===== src/rtl/dra_pkg.sv =====
// Shared types, widths and codes for the dyadic rational ALU.
// No dependencies.
package dra_pkg;

  localparam int NUM_WIDTH_DEF   = 32;
  localparam int MAX_DEN_EXP_DEF = 30;

  localparam int CMD_W    = 3;
  localparam int IN_W     = 32;
  localparam int BSEL_W   = IN_W + 1;
  localparam int DEN_W    = 32;
  localparam int RES_W    = 63;
  localparam int EXP_W    = 5;
  localparam int ACC_W    = 64;
  localparam int ACC_SH_W = $clog2(ACC_W);
  localparam int PIPE_LAT = 5;

  typedef enum logic [CMD_W-1:0] {
    CMD_ADD   = 3'd0,
    CMD_SUB   = 3'd1,
    CMD_NEG   = 3'd2,
    CMD_CMP   = 3'd3,
    CMD_SIMP  = 3'd4,
    CMD_CANON = 3'd5
  } cmd_t;

  typedef enum logic [1:0] {
    ST_OK       = 2'd0,
    ST_BAD_DEN  = 2'd1,
    ST_NO_CANON = 2'd2
  } status_t;

  localparam logic [1:0] ORD_LT = 2'b11;
  localparam logic [1:0] ORD_EQ = 2'b00;
  localparam logic [1:0] ORD_GT = 2'b01;

endpackage


===== src/rtl/dra_tzc.sv =====
// Trailing zero counter: isolates the lowest set bit and encodes its position.
// Standalone; used by the dyadic rational ALU top level.
module dra_tzc #(
  parameter int W = 32
) (
  input  logic [W-1:0]         x,
  output logic [$clog2(W)-1:0] cnt,
  output logic                 zero
);

  localparam int CW = $clog2(W);

  logic [W-1:0] low;

  assign low  = x & (~x + W'(1));
  assign zero = (x == '0);

  // OR-encode the one-hot lowest bit
  always_comb begin
    cnt = '0;
    for (int i = 0; i < W; i++) begin
      if (low[i]) begin
        cnt = cnt | CW'(i);
      end
    end
  end

endmodule


===== src/rtl/dyadic_rational_alu_top.sv =====
// Dyadic rational ALU: add, subtract, negate, compare, simplify, canonical value.
// Depends on dra_pkg and dra_tzc.
//
//  channel  | ports                                         | handshake
//  ---------+-----------------------------------------------+---------------------------
//  command  | in_command in_a_num in_a_den in_b_num in_b_den | taken when start && !busy
//  result   | out_res_num out_res_den out_order out_status  | out_valid for one cycle
//
// One word enters per cycle while busy is low; each result passes through the five
// register stages (decode, align, add, reduce, output) after its command is taken.
// busy is high during reset and the cycle after it, low otherwise.
// Reset clears the stage valid bits; payload registers are not reset.
// The result side has no stall: a result is presented once and then replaced.
module dyadic_rational_alu_top #(
  parameter int NUM_WIDTH   = dra_pkg::NUM_WIDTH_DEF,
  parameter int MAX_DEN_EXP = dra_pkg::MAX_DEN_EXP_DEF
) (
  input  logic                               clk,
  input  logic                               rst_n,
  input  logic                               start,
  output logic                               busy,
  input  logic        [dra_pkg::CMD_W-1:0]   in_command,
  input  logic signed [dra_pkg::IN_W-1:0]    in_a_num,
  input  logic signed [dra_pkg::IN_W-1:0]    in_a_den,
  input  logic signed [dra_pkg::IN_W-1:0]    in_b_num,
  input  logic signed [dra_pkg::IN_W-1:0]    in_b_den,
  output logic                               out_valid,
  output logic signed [dra_pkg::RES_W-1:0]   out_res_num,
  output logic        [dra_pkg::DEN_W-1:0]   out_res_den,
  output logic signed [1:0]                  out_order,
  output logic        [1:0]                  out_status
);

  import dra_pkg::*;

  // ---------------------------------------------------------------- decode
  logic                    accept;
  cmd_t                    cmd_in;
  logic signed [IN_W-1:0]  a_ext, b_ext;
  logic signed [BSEL_W-1:0] b_sel;
  logic [EXP_W-1:0]        tza, tzb, ea, eb;
  logic                    za, zb, zda, zdb, oka, okb;
  logic                    s1_bad_nxt;

  logic                    busy_r;
  logic                    s1_v_r, s2_v_r, s3_v_r, s4_v_r, out_valid_r;

  cmd_t                    s1_cmd_r;
  logic signed [IN_W-1:0]  s1_a_r;
  logic signed [BSEL_W-1:0] s1_b_r;
  logic [EXP_W-1:0]        s1_ea_r, s1_eb_r, s1_tza_r, s1_tzb_r;
  logic                    s1_za_r, s1_zb_r, s1_bad_r;

  assign accept = start && !busy_r;
  assign busy   = busy_r;
  assign cmd_in = cmd_t'(in_command);
  assign a_ext  = IN_W'(signed'(in_a_num[NUM_WIDTH-1:0]));
  assign b_ext  = IN_W'(signed'(in_b_num[NUM_WIDTH-1:0]));

  dra_tzc #(.W(IN_W)) u_tz_an (.x(a_ext),    .cnt(tza), .zero(za));
  dra_tzc #(.W(IN_W)) u_tz_bn (.x(b_ext),    .cnt(tzb), .zero(zb));
  dra_tzc #(.W(IN_W)) u_tz_ad (.x(in_a_den), .cnt(ea),  .zero(zda));
  dra_tzc #(.W(IN_W)) u_tz_bd (.x(in_b_den), .cnt(eb),  .zero(zdb));

  assign oka = !zda && !in_a_den[IN_W-1]
            && ((in_a_den & (in_a_den - IN_W'(1))) == '0)
            && (ea <= EXP_W'(MAX_DEN_EXP));
  assign okb = !zdb && !in_b_den[IN_W-1]
            && ((in_b_den & (in_b_den - IN_W'(1))) == '0)
            && (eb <= EXP_W'(MAX_DEN_EXP));

  always_comb begin
    b_sel      = BSEL_W'(b_ext);
    s1_bad_nxt = 1'b0;
    // subtract, compare and canonical all work on a - b
    if (cmd_in inside {CMD_SUB, CMD_CMP, CMD_CANON}) begin
      b_sel = -BSEL_W'(b_ext);
    end
    case (cmd_in)
      CMD_NEG, CMD_SIMP: s1_bad_nxt = !oka;
      CMD_ADD, CMD_SUB, CMD_CMP, CMD_CANON: s1_bad_nxt = !(oka && okb);
      default: s1_bad_nxt = 1'b0;
    endcase
  end

  // ---------------------------------------------------------------- align
  logic [EXP_W-1:0]         sha, shb, ka, kb, la, lq, lm;
  logic signed [IN_W-1:0]   ln;
  logic signed [ACC_W-1:0]  s2_x_nxt, s2_y_nxt;
  logic signed [BSEL_W-1:0] s2_u_nxt;
  logic [EXP_W-1:0]         s2_ue_nxt, s2_cs_nxt, s2_emax_nxt;

  cmd_t                     s2_cmd_r;
  logic signed [ACC_W-1:0]  s2_x_r, s2_y_r;
  logic signed [BSEL_W-1:0] s2_u_r;
  logic [EXP_W-1:0]         s2_ue_r, s2_cs_r, s2_emax_r, s2_ea_r;
  logic                     s2_eq_r, s2_bad_r;

  always_comb begin
    sha = '0;
    shb = '0;
    if (s1_eb_r > s1_ea_r) begin
      sha = s1_eb_r - s1_ea_r;
    end
    if (s1_ea_r > s1_eb_r) begin
      shb = s1_ea_r - s1_eb_r;
    end
    // drop common factors of two; a zero numerator goes over 1
    ka = s1_za_r ? s1_ea_r : ((s1_tza_r < s1_ea_r) ? s1_tza_r : s1_ea_r);
    kb = s1_zb_r ? s1_eb_r : ((s1_tzb_r < s1_eb_r) ? s1_tzb_r : s1_eb_r);
    la = s1_ea_r - ka;
    lq = s1_eb_r - kb;
    lm = (la > lq) ? la : lq;
    ln = s1_a_r >>> ka;

    s2_x_nxt    = ACC_W'(s1_a_r) <<< sha;
    s2_y_nxt    = ACC_W'(s1_b_r) <<< shb;
    s2_cs_nxt   = lm - la + EXP_W'(1);
    s2_emax_nxt = (s1_ea_r > s1_eb_r) ? s1_ea_r : s1_eb_r;

    case (s1_cmd_r)
      CMD_NEG: begin
        s2_u_nxt  = -BSEL_W'(s1_a_r);
        s2_ue_nxt = s1_ea_r;
      end
      CMD_CANON: begin
        s2_u_nxt  = BSEL_W'(ln);
        s2_ue_nxt = lm + EXP_W'(1);
      end
      default: begin
        s2_u_nxt  = BSEL_W'(ln);
        s2_ue_nxt = la;
      end
    endcase
  end

  // ---------------------------------------------------------------- add
  logic signed [ACC_W-1:0] s3_sum_nxt, s3_u_nxt;

  cmd_t                    s3_cmd_r;
  logic signed [ACC_W-1:0] s3_sum_r, s3_u_r;
  logic [EXP_W-1:0]        s3_ue_r, s3_emax_r, s3_ea_r;
  logic                    s3_eq_r, s3_bad_r;

  always_comb begin
    s3_sum_nxt = s2_x_r + s2_y_r;
    if (s2_cmd_r == CMD_CANON) begin
      // left plus half the finer unit
      s3_u_nxt = (ACC_W'(s2_u_r) <<< s2_cs_r) | ACC_W'(1);
    end else begin
      s3_u_nxt = ACC_W'(s2_u_r);
    end
  end

  // ---------------------------------------------------------------- reduce
  logic [ACC_SH_W-1:0]     tzs;
  logic                    zs;
  logic [EXP_W-1:0]        ks;
  logic signed [ACC_W-1:0] s4_val_nxt;
  logic [EXP_W-1:0]        s4_sh_nxt, s4_e_nxt;
  logic [1:0]              s4_ord_nxt;
  status_t                 s4_st_nxt;

  logic signed [ACC_W-1:0] s4_val_r;
  logic [EXP_W-1:0]        s4_sh_r, s4_e_r;
  logic [1:0]              s4_ord_r;
  status_t                 s4_st_r;

  dra_tzc #(.W(ACC_W)) u_tz_sum (.x(s3_sum_r), .cnt(tzs), .zero(zs));

  always_comb begin
    if (zs) begin
      ks = s3_ea_r;
    end else if (tzs < ACC_SH_W'(s3_ea_r)) begin
      ks = EXP_W'(tzs);
    end else begin
      ks = s3_ea_r;
    end

    s4_val_nxt = '0;
    s4_sh_nxt  = '0;
    s4_e_nxt   = '0;
    s4_ord_nxt = ORD_EQ;
    s4_st_nxt  = ST_OK;
    if (s3_bad_r) begin
      s4_st_nxt = ST_BAD_DEN;
    end else begin
      case (s3_cmd_r)
        CMD_ADD, CMD_SUB: begin
          s4_val_nxt = s3_sum_r;
          if (s3_eq_r) begin
            s4_sh_nxt = ks;
            s4_e_nxt  = s3_ea_r - ks;
          end else begin
            s4_e_nxt = s3_emax_r;
          end
        end
        CMD_CMP: begin
          s4_ord_nxt = s3_sum_r[ACC_W-1] ? ORD_LT : (zs ? ORD_EQ : ORD_GT);
        end
        CMD_NEG, CMD_SIMP: begin
          s4_val_nxt = s3_u_r;
          s4_e_nxt   = s3_ue_r;
        end
        CMD_CANON: begin
          if (!s3_sum_r[ACC_W-1]) begin
            s4_st_nxt = ST_NO_CANON;
          end else begin
            s4_val_nxt = s3_u_r;
            s4_e_nxt   = s3_ue_r;
          end
        end
        default: s4_st_nxt = ST_OK;
      endcase
    end
  end

  // ---------------------------------------------------------------- output
  logic signed [RES_W-1:0] out_res_num_nxt, out_res_num_r;
  logic [DEN_W-1:0]        out_res_den_nxt, out_res_den_r;
  logic [1:0]              out_order_r;
  status_t                 out_status_r;

  assign out_res_num_nxt = RES_W'(s4_val_r >>> s4_sh_r);
  assign out_res_den_nxt = DEN_W'(1) << s4_e_r;

  // ---------------------------------------------------------------- registers
  always_ff @(posedge clk) begin
    if (!rst_n) begin
      busy_r      <= 1'b1;
      s1_v_r      <= 1'b0;
      s2_v_r      <= 1'b0;
      s3_v_r      <= 1'b0;
      s4_v_r      <= 1'b0;
      out_valid_r <= 1'b0;
    end else begin
      busy_r      <= 1'b0;
      s1_v_r      <= accept;
      s2_v_r      <= s1_v_r;
      s3_v_r      <= s2_v_r;
      s4_v_r      <= s3_v_r;
      out_valid_r <= s4_v_r;
    end
  end

  always_ff @(posedge clk) begin
    s1_cmd_r  <= cmd_in;
    s1_a_r    <= a_ext;
    s1_b_r    <= b_sel;
    s1_ea_r   <= ea;
    s1_eb_r   <= eb;
    s1_tza_r  <= tza;
    s1_tzb_r  <= tzb;
    s1_za_r   <= za;
    s1_zb_r   <= zb;
    s1_bad_r  <= s1_bad_nxt;

    s2_cmd_r  <= s1_cmd_r;
    s2_x_r    <= s2_x_nxt;
    s2_y_r    <= s2_y_nxt;
    s2_u_r    <= s2_u_nxt;
    s2_ue_r   <= s2_ue_nxt;
    s2_cs_r   <= s2_cs_nxt;
    s2_emax_r <= s2_emax_nxt;
    s2_ea_r   <= s1_ea_r;
    s2_eq_r   <= (s1_ea_r == s1_eb_r);
    s2_bad_r  <= s1_bad_r;

    s3_cmd_r  <= s2_cmd_r;
    s3_sum_r  <= s3_sum_nxt;
    s3_u_r    <= s3_u_nxt;
    s3_ue_r   <= s2_ue_r;
    s3_emax_r <= s2_emax_r;
    s3_ea_r   <= s2_ea_r;
    s3_eq_r   <= s2_eq_r;
    s3_bad_r  <= s2_bad_r;

    s4_val_r  <= s4_val_nxt;
    s4_sh_r   <= s4_sh_nxt;
    s4_e_r    <= s4_e_nxt;
    s4_ord_r  <= s4_ord_nxt;
    s4_st_r   <= s4_st_nxt;

    out_res_num_r <= out_res_num_nxt;
    out_res_den_r <= out_res_den_nxt;
    out_order_r   <= s4_ord_r;
    out_status_r  <= s4_st_r;
  end

  assign out_valid   = out_valid_r;
  assign out_res_num = out_res_num_r;
  assign out_res_den = out_res_den_r;
  assign out_order   = out_order_r;
  assign out_status  = out_status_r;

endmodule


===== config.mk =====
export PLATFORM = sky130hd
export DESIGN_NAME = dyadic_rational_alu_top
export DESIGN_NICKNAME = d
export VERILOG_FILES = /design/src/rtl/dra_pkg.sv /design/src/rtl/dra_tzc.sv /design/src/rtl/dyadic_rational_alu_top.sv
export SDC_FILE = /design/constraint.sdc
export NUM_CORES = 2
export LEC_CHECK = 0
export BUFFER_PORTS_ARGS = -buffer_cell sky130_fd_sc_hd__clkbuf_2
export CORE_MARGIN = 8
export CORE_UTILIZATION = 62
export CTS_CLUSTER_DIAMETER = 120
export DETAILED_ROUTE_END_ITERATION = 8
export GPL_ROUTABILITY_DRIVEN = 1
export PLACE_DENSITY_LB_ADDON = 0.15
export SYNTH_ARGS = -nofsm -noshare
export SYNTH_HDL_FRONTEND = slang
export SYNTH_HIERARCHICAL = 1
export SYNTH_SLANG_ARGS = --single-unit

===== constraint.sdc =====
create_clock -name clk -period 7.3 [get_ports clk]
set_input_delay 1.46 -clock clk [delete_from_list [all_inputs] [get_ports clk]]
set_output_delay 1.46 -clock clk [all_outputs]
set_load 0.01 [all_outputs]

* Word-level counts from Yosys, hierarchy flattened
Index checks and enable logic that the tools add are counted.
** Operators by class
- Add/subtract/negate cells :: 18
- Magnitude comparators :: 8
- Eq/ne operators :: 14
- Shift-type cells :: 6
- Muxes and demuxes :: 221
- Bitwise gates (word level) :: 12
- Reductions and logical operators :: 37
** Operator list (number)
- $mux W5 :: 71
- $mux W64 :: 5
- $and A32 B32 Y32 :: 6
- $logic_not A32 Y1 :: 6
- $mux W6 :: 32
- $pmux W64 S3 :: 1
- $mux W4 :: 40
- $add A32 B1 Y32 const B :: 4
- $not A32 Y32 :: 4
- $sshl A33 B5 Y64 :: 2
- $mux W3 :: 28
- $mux W33 :: 2
- $neg A32 Y33 :: 2
- $add A64 B1 Y64 const B :: 1
- $add A64 B64 Y64 :: 1
- $and A64 B64 Y64 :: 1
- $logic_not A64 Y1 :: 1
- $not A64 Y64 :: 1
- $sshl A32 B5 Y64 :: 1
- $sshr A64 B5 Y63 :: 1
- $sub A32 B1 Y32 const B :: 2
- $mux W2 :: 26
- $reduce_or A16 Y1 :: 2
- $shl A1 B5 Y32 const A :: 1
- other kinds (22) :: 75
** Storage, ports and cells
- Register bits :: 608
- Input bits :: 134
- Output and inout bits :: 101
- Logic and storage cells :: 368

* Longest topological paths before layout
- Depth in word-level cells :: 76
- Gate-level depth with buffers :: 34
- Gate-level depth less buffers :: 30

* By module
Netlist, hierarchy kept.
** Modules (own cells, without submodules)
- dyadic_rational_alu_top :: instances 1, cells an instance 3894, area each 34082.7 um^2, seq. area each 12151.7 um^2
- dra_tzc (u_tz_ad ...) :: instances 4, cells an instance 89, area each 575.6 um^2, seq. area each 0.0 um^2
- dra_tzc (u_tz_sum) :: instances 1, cells an instance 206, area each 1237.4 um^2, seq. area each 0.0 um^2

* Worst setup path before layout
No wires, ideal clock.
- Path type :: reg-to-reg
- From :: reg s1_ea_r[1]
- To :: reg s2_cs_r[4]
- Library setup time :: 120 ps
- Arrival time :: 6240 ps
- Required time :: 7180 ps
- Setup slack :: 940 ps
- Stages on the path, launching flop included :: 31
- Buffers on the path :: 4
- Period minus slack after synthesis :: 6360 ps
- Cell sequence :: dfxtp_1 clkbuf_1 inv_1 ha_1 a21o_1 a21o_1 a21oi_4 mux2i_1 inv_1 clkbuf_1 buf_2 ha_1 inv_1 ha_1 nand2b_1 o22ai_1 a41oi_1 or3_1 nand4_1 inv_1 ha_1 o22ai_1 a21o_1 clkbuf_1 mux2_2 ha_1 ha_1 a21o_1 a21oi_1 xor2_1 xnor2_1
** On the way
- Word-level cells in the longest chain between the ends :: 8
** RTL lines
- start, declared :: RTL line dyadic_rational_alu_top.sv:51 : logic [EXP_W-1:0] s1_ea_r, s1_eb_r, s1_tza_r, s1_tzb_r;
- start signal, assigned :: RTL line dyadic_rational_alu_top.sv:250 : s1_ea_r <= ea;
- $lt A5 B5 Y1 :: RTL line dyadic_rational_alu_top.sv:109 : ka = s1_za_r ? s1_ea_r : ((s1_tza_r < s1_ea_r) ? s1_tza_r : s1_ea_r);
- $mux W5 (2 in series) :: RTL line dyadic_rational_alu_top.sv:109
- $sub A5 B5 Y5 * :: RTL line dyadic_rational_alu_top.sv:111 : la = s1_ea_r - ka;
- $gt A5 B5 Y1 :: RTL line dyadic_rational_alu_top.sv:113 : lm = (la > lq) ? la : lq;
- $mux W5 :: RTL line dyadic_rational_alu_top.sv:113
- $sub A5 B5 Y5 * :: RTL line dyadic_rational_alu_top.sv:118 : s2_cs_nxt = lm - la + EXP_W'(1);
- $add A5 B1 Y5 * :: RTL line dyadic_rational_alu_top.sv:118
- via s2_cs_nxt[4] :: RTL line dyadic_rational_alu_top.sv:91 : logic [EXP_W-1:0] s2_ue_nxt, s2_cs_nxt, s2_emax_nxt;
- end signal, assigned :: RTL line dyadic_rational_alu_top.sv:263 : s2_cs_r <= s2_cs_nxt;
- end, declared :: RTL line dyadic_rational_alu_top.sv:96 : logic [EXP_W-1:0] s2_ue_r, s2_cs_r, s2_emax_r, s2_ea_r;
The timed path passes the listed nets; every way through them passes the cells marked *.
A chain may end at the register's enable or synchronous reset.

* Worst setup path after layout
- From :: reg s1_ea_r[2]
- To :: reg s2_cs_r[4]
Same word-level chain as after synthesis.

==> summary.md <==
| Metric | Value |
|---|---|
| Status | complete, but fails checks |
| Failing checks | DRC |
| Worst Clk Skew | 32.0 ps |
| CTS root buf | clkbuf_16 |
| Sequential share of the synthesized area | 0.323 |
| Global Route Usage Sum | 0.347 |
| Remaining global-route overflow | 0 |
| Final number of max-transition violations | 0 |
| Dpl ws | 902 ps |
| Fin crit share | 0.900 |
| Area growth syn-to-layout | 9.48% |
| Crit path top cell by count | ha_1 |
| Largest net degree at the start of global routing | 80 |
| Hold Startpoint | s4_st_r[0] |
| Filler cells | 5,053 |
| Reg-to-reg endpoint | s2_cs_r[4] |
| Post-CTS Setup Bufs | 0 |
| FMAX | 152 MHz |
| I/O Buffers | 234 |
| RR Startpoint | s1_ea_r[2] |
| CP max-delay cell | mux2_2 |
| Worst-margin pin slew | 1280 ps |
| Initial antenna violation count | 3 |
| Cell area after synthesis | 37,600 um2 |
| CTS Buffer Depth | 3 |
| Syn_area_per_cell | 8.44 um2 |
| Flops & latches, synth | 607 |
| CTS tree | yes |
| Critical path endpoint category | flip-flop |
| Worst-Skew Late Latency | 640 ps |
| Multi-input logic area | 23,900 um2 |
| Synth warn | 6 |
| Cells after synthesis | 4,456 |
| Buf/Inv on CP | 7 |
| Drt via density | 6.63 |
| R2R setup slack | 730 ps |
| Leakage dissipation | 0.0176 uW |
| Row count | 90 |
| Hold path depth | 0 |
| Primary FF master, synth | dfxtp_1 |
| Min-delay worst type | flip-flop to flip-flop |
| Setup WS post-layout | 730 ps |
| Slew headroom | 0.147 |
| Routed wire length | 126,000 um |
| Post_cts resized | 0 |
| Cts bufs inserted | 59 |
| Die X | 262 um |
| Clock Sinks | 607 |
| IO Pins | 235 |
| First-pass GRT wire length | 192,000 um |
| DRT iter0 DRCs | 4,289 |
| Worst EP required | 7850 ps |
| Post-Route Setup TNS | 0 ps |
| Setup Crit Path Kind | flip-flop to flip-flop |
| Cts-stage hold buffer count | 0 |
| Routed via count | 35.5k |
| DR WL/cell | 23.6 um |
| Max IR drop VDD | 0.000200 V |
| Core Box Area | 60,100 um2 |
| Vias in the first global route | 33.2k |
| Crit path DAT | 7120 ps |
| Gpl congestion | 1.03 |
| Die ar. | 68,800 um2 |
| EDFF count, synth | 0 |
| Antenna Violating Nets Remaining | 0 |
| RSZ-0062 raised after global routing | false |
| Final hold violations | 0 |
| Syn Nets | 4,707 |
| CP max FO | 23 |
| Yosys cell types | 96 |
| Final min period | 6570 ps |
| DRT Pass-1 Iters | 9 |
| Clk slew on worst S/H paths | 60 ps |
| Die H | 262 um |
| Crit path launch type | flip-flop |
| Initial Utilization | 0.626 |
| Hold Path End | out_status[0] |
| H-tree Lvls | 2 |
| Detail Placement HPWL | 98,200 um |
| Reg area | 12,200 um2 |
| NumNets Final | 4,764 |
| FF-to-FF path depth | 29 |
| Delay-heaviest family, CP | adder cells |
| CP peak stage delay | 430 ps |
| Final setup violation count | 0 |
| Max Cap Viol | 0 |
| DRC violations left | 4 |
| Total power divided by cell area | 344 nW/um2 |
| Post-synth ARST share | 0 |
| Share of cells above drive strength 1 | 0.139 |
worst max-delay path by stage:
stage                     depth (start not counted)  slack (ps)         end  startpoint
after floorplan                                  30         940  s2_cs_r[4]  s1_ea_r[1]
after global placement                           29        1050  s2_cs_r[4]  s1_ea_r[2]
after detailed placement                         29         900  s2_cs_r[4]  s1_ea_r[2]
after CTS                                        29         860  s2_cs_r[4]  s1_ea_r[2]
after global routing                             30         400  s2_cs_r[4]  s1_ea_r[2]
final                                            29         730  s2_cs_r[4]  s1_ea_r[2]
power breakdown:
part / internal, uW / switching (uW)
Combinational: 2370 / 3900
Clock: 1890 / 1350
Sequential: 4010 / 677
cells in the mapped netlist, drive strengths merged, types with 30 or more instances:
master | instances | area [um2]
dfxtp | 607 | 12200
o211ai | 30 | 225
a211oi | 48 | 360
inv | 117 | 439
o31ai | 30 | 225
a21o | 81 | 608
nor3 | 111 | 606
nand3 | 116 | 586
ha | 111 | 1390
nor4 | 65 | 557
xnor2 | 79 | 692
o21a | 34 | 255
o21bai | 36 | 270
and2 | 31 | 194
a21oi | 264 | 1330
a22oi | 118 | 886
mux2 | 73 | 822
nand2 | 448 | 1680
a31oi | 38 | 238
mux4 | 70 | 1580
clkbuf | 223 | 837
nor2b | 35 | 219
buf | 68 | 305
mux2i | 373 | 3730
or3 | 33 | 209
o22ai | 30 | 188
nand3b | 30 | 225
nand4 | 44 | 300
nor2 | 469 | 1770
xor2 | 60 | 526
a22o | 38 | 333
o21ai | 229 | 1150
kinds of logic after synthesis:
kind of cell               synth area share
AOI/OAI and AO/OA                     0.203
xor gates and xnor gates             0.0324
adders and majority gates            0.0423
buffers and inverters                0.0423
DFF                                   0.323
muxes                                 0.163
and+or+nand+nor                       0.194
area by class of cell:
type,count,share of cell area
clock buffers,74,0.0396
flip-flops and latches,607,0.295
well taps,782,0.0238
diodes,1,0.0000608
clock inverters,37,0.0113
repair buffers,287,0.0381
multi-input cells,3438,0.581
inverters,120,0.0109
metrics by stage:
stage	instances	cell area (um2)	utilization	total power, uW	hold slack, ps
2_1_floorplan	4456	37600	-	8740	310
3_3_place_gp	5234	39100	0.650	10700	310
3_5_place_dp	5234	39100	0.650	10700	314
4_1_cts	5345	41200	0.685	14000	329
5_1_grt	5345	41200	0.685	14800	335
6_report	5346	41200	0.685	14200	328
layer usage:
metal	track usage	wire length [um]	vias to the layer above
met5	0	13	-
met2	0.573	57800	1900
met1	0.447	50700	16700
met4	0.161	6840	2
li1	-	-	16500
met3	0.0510	10900	387
registers in the layout (all words and copies together), names as in the netlist, 32 cells and up:
name and flops:
out_res_den 32, out_res_num 63, s1_a_r 32, s1_b_r 33, s2_u_r 33, s2_x_r 63
s2_y_r 64, s3_sum_r 64, s3_u_r 64, s4_val_r 64
placed cells by master (no fill, tap or decap), types with 27 or more instances in the layout:
| cell | instances |
|---|---|
| mux2i_1 | 372 |
| nand3b_1 | 30 |
| a31oi_1 | 38 |
| o21a_1 | 34 |
| o211ai_1 | 30 |
| clkbuf_16 | 59 |
| nor2_1 | 465 |
| a211oi_1 | 48 |
| a22oi_1 | 118 |
| mux4_2 | 70 |
| xnor2_1 | 79 |
| buf_4 | 53 |
| or3_1 | 31 |
| o31ai_1 | 30 |
| o21bai_1 | 36 |
| and2_1 | 29 |
| nor4_1 | 48 |
| clkbuf_2 | 234 |
| nand3_1 | 115 |
| a21oi_1 | 262 |
| o21ai_0 | 221 |
| mux2_2 | 73 |
| xor2_1 | 60 |
| nand4_1 | 40 |
| o22ai_1 | 30 |
| nor2b_1 | 35 |
| nand2_1 | 447 |
| a22o_1 | 38 |
| ha_1 | 111 |
| a21o_1 | 80 |
| nand2b_1 | 27 |
| a221oi_1 | 27 |
| nor3_1 | 105 |
| inv_1 | 117 |
| dfxtp_1 | 600 |
No activity file was read; power rests on OpenSTA's default activity.
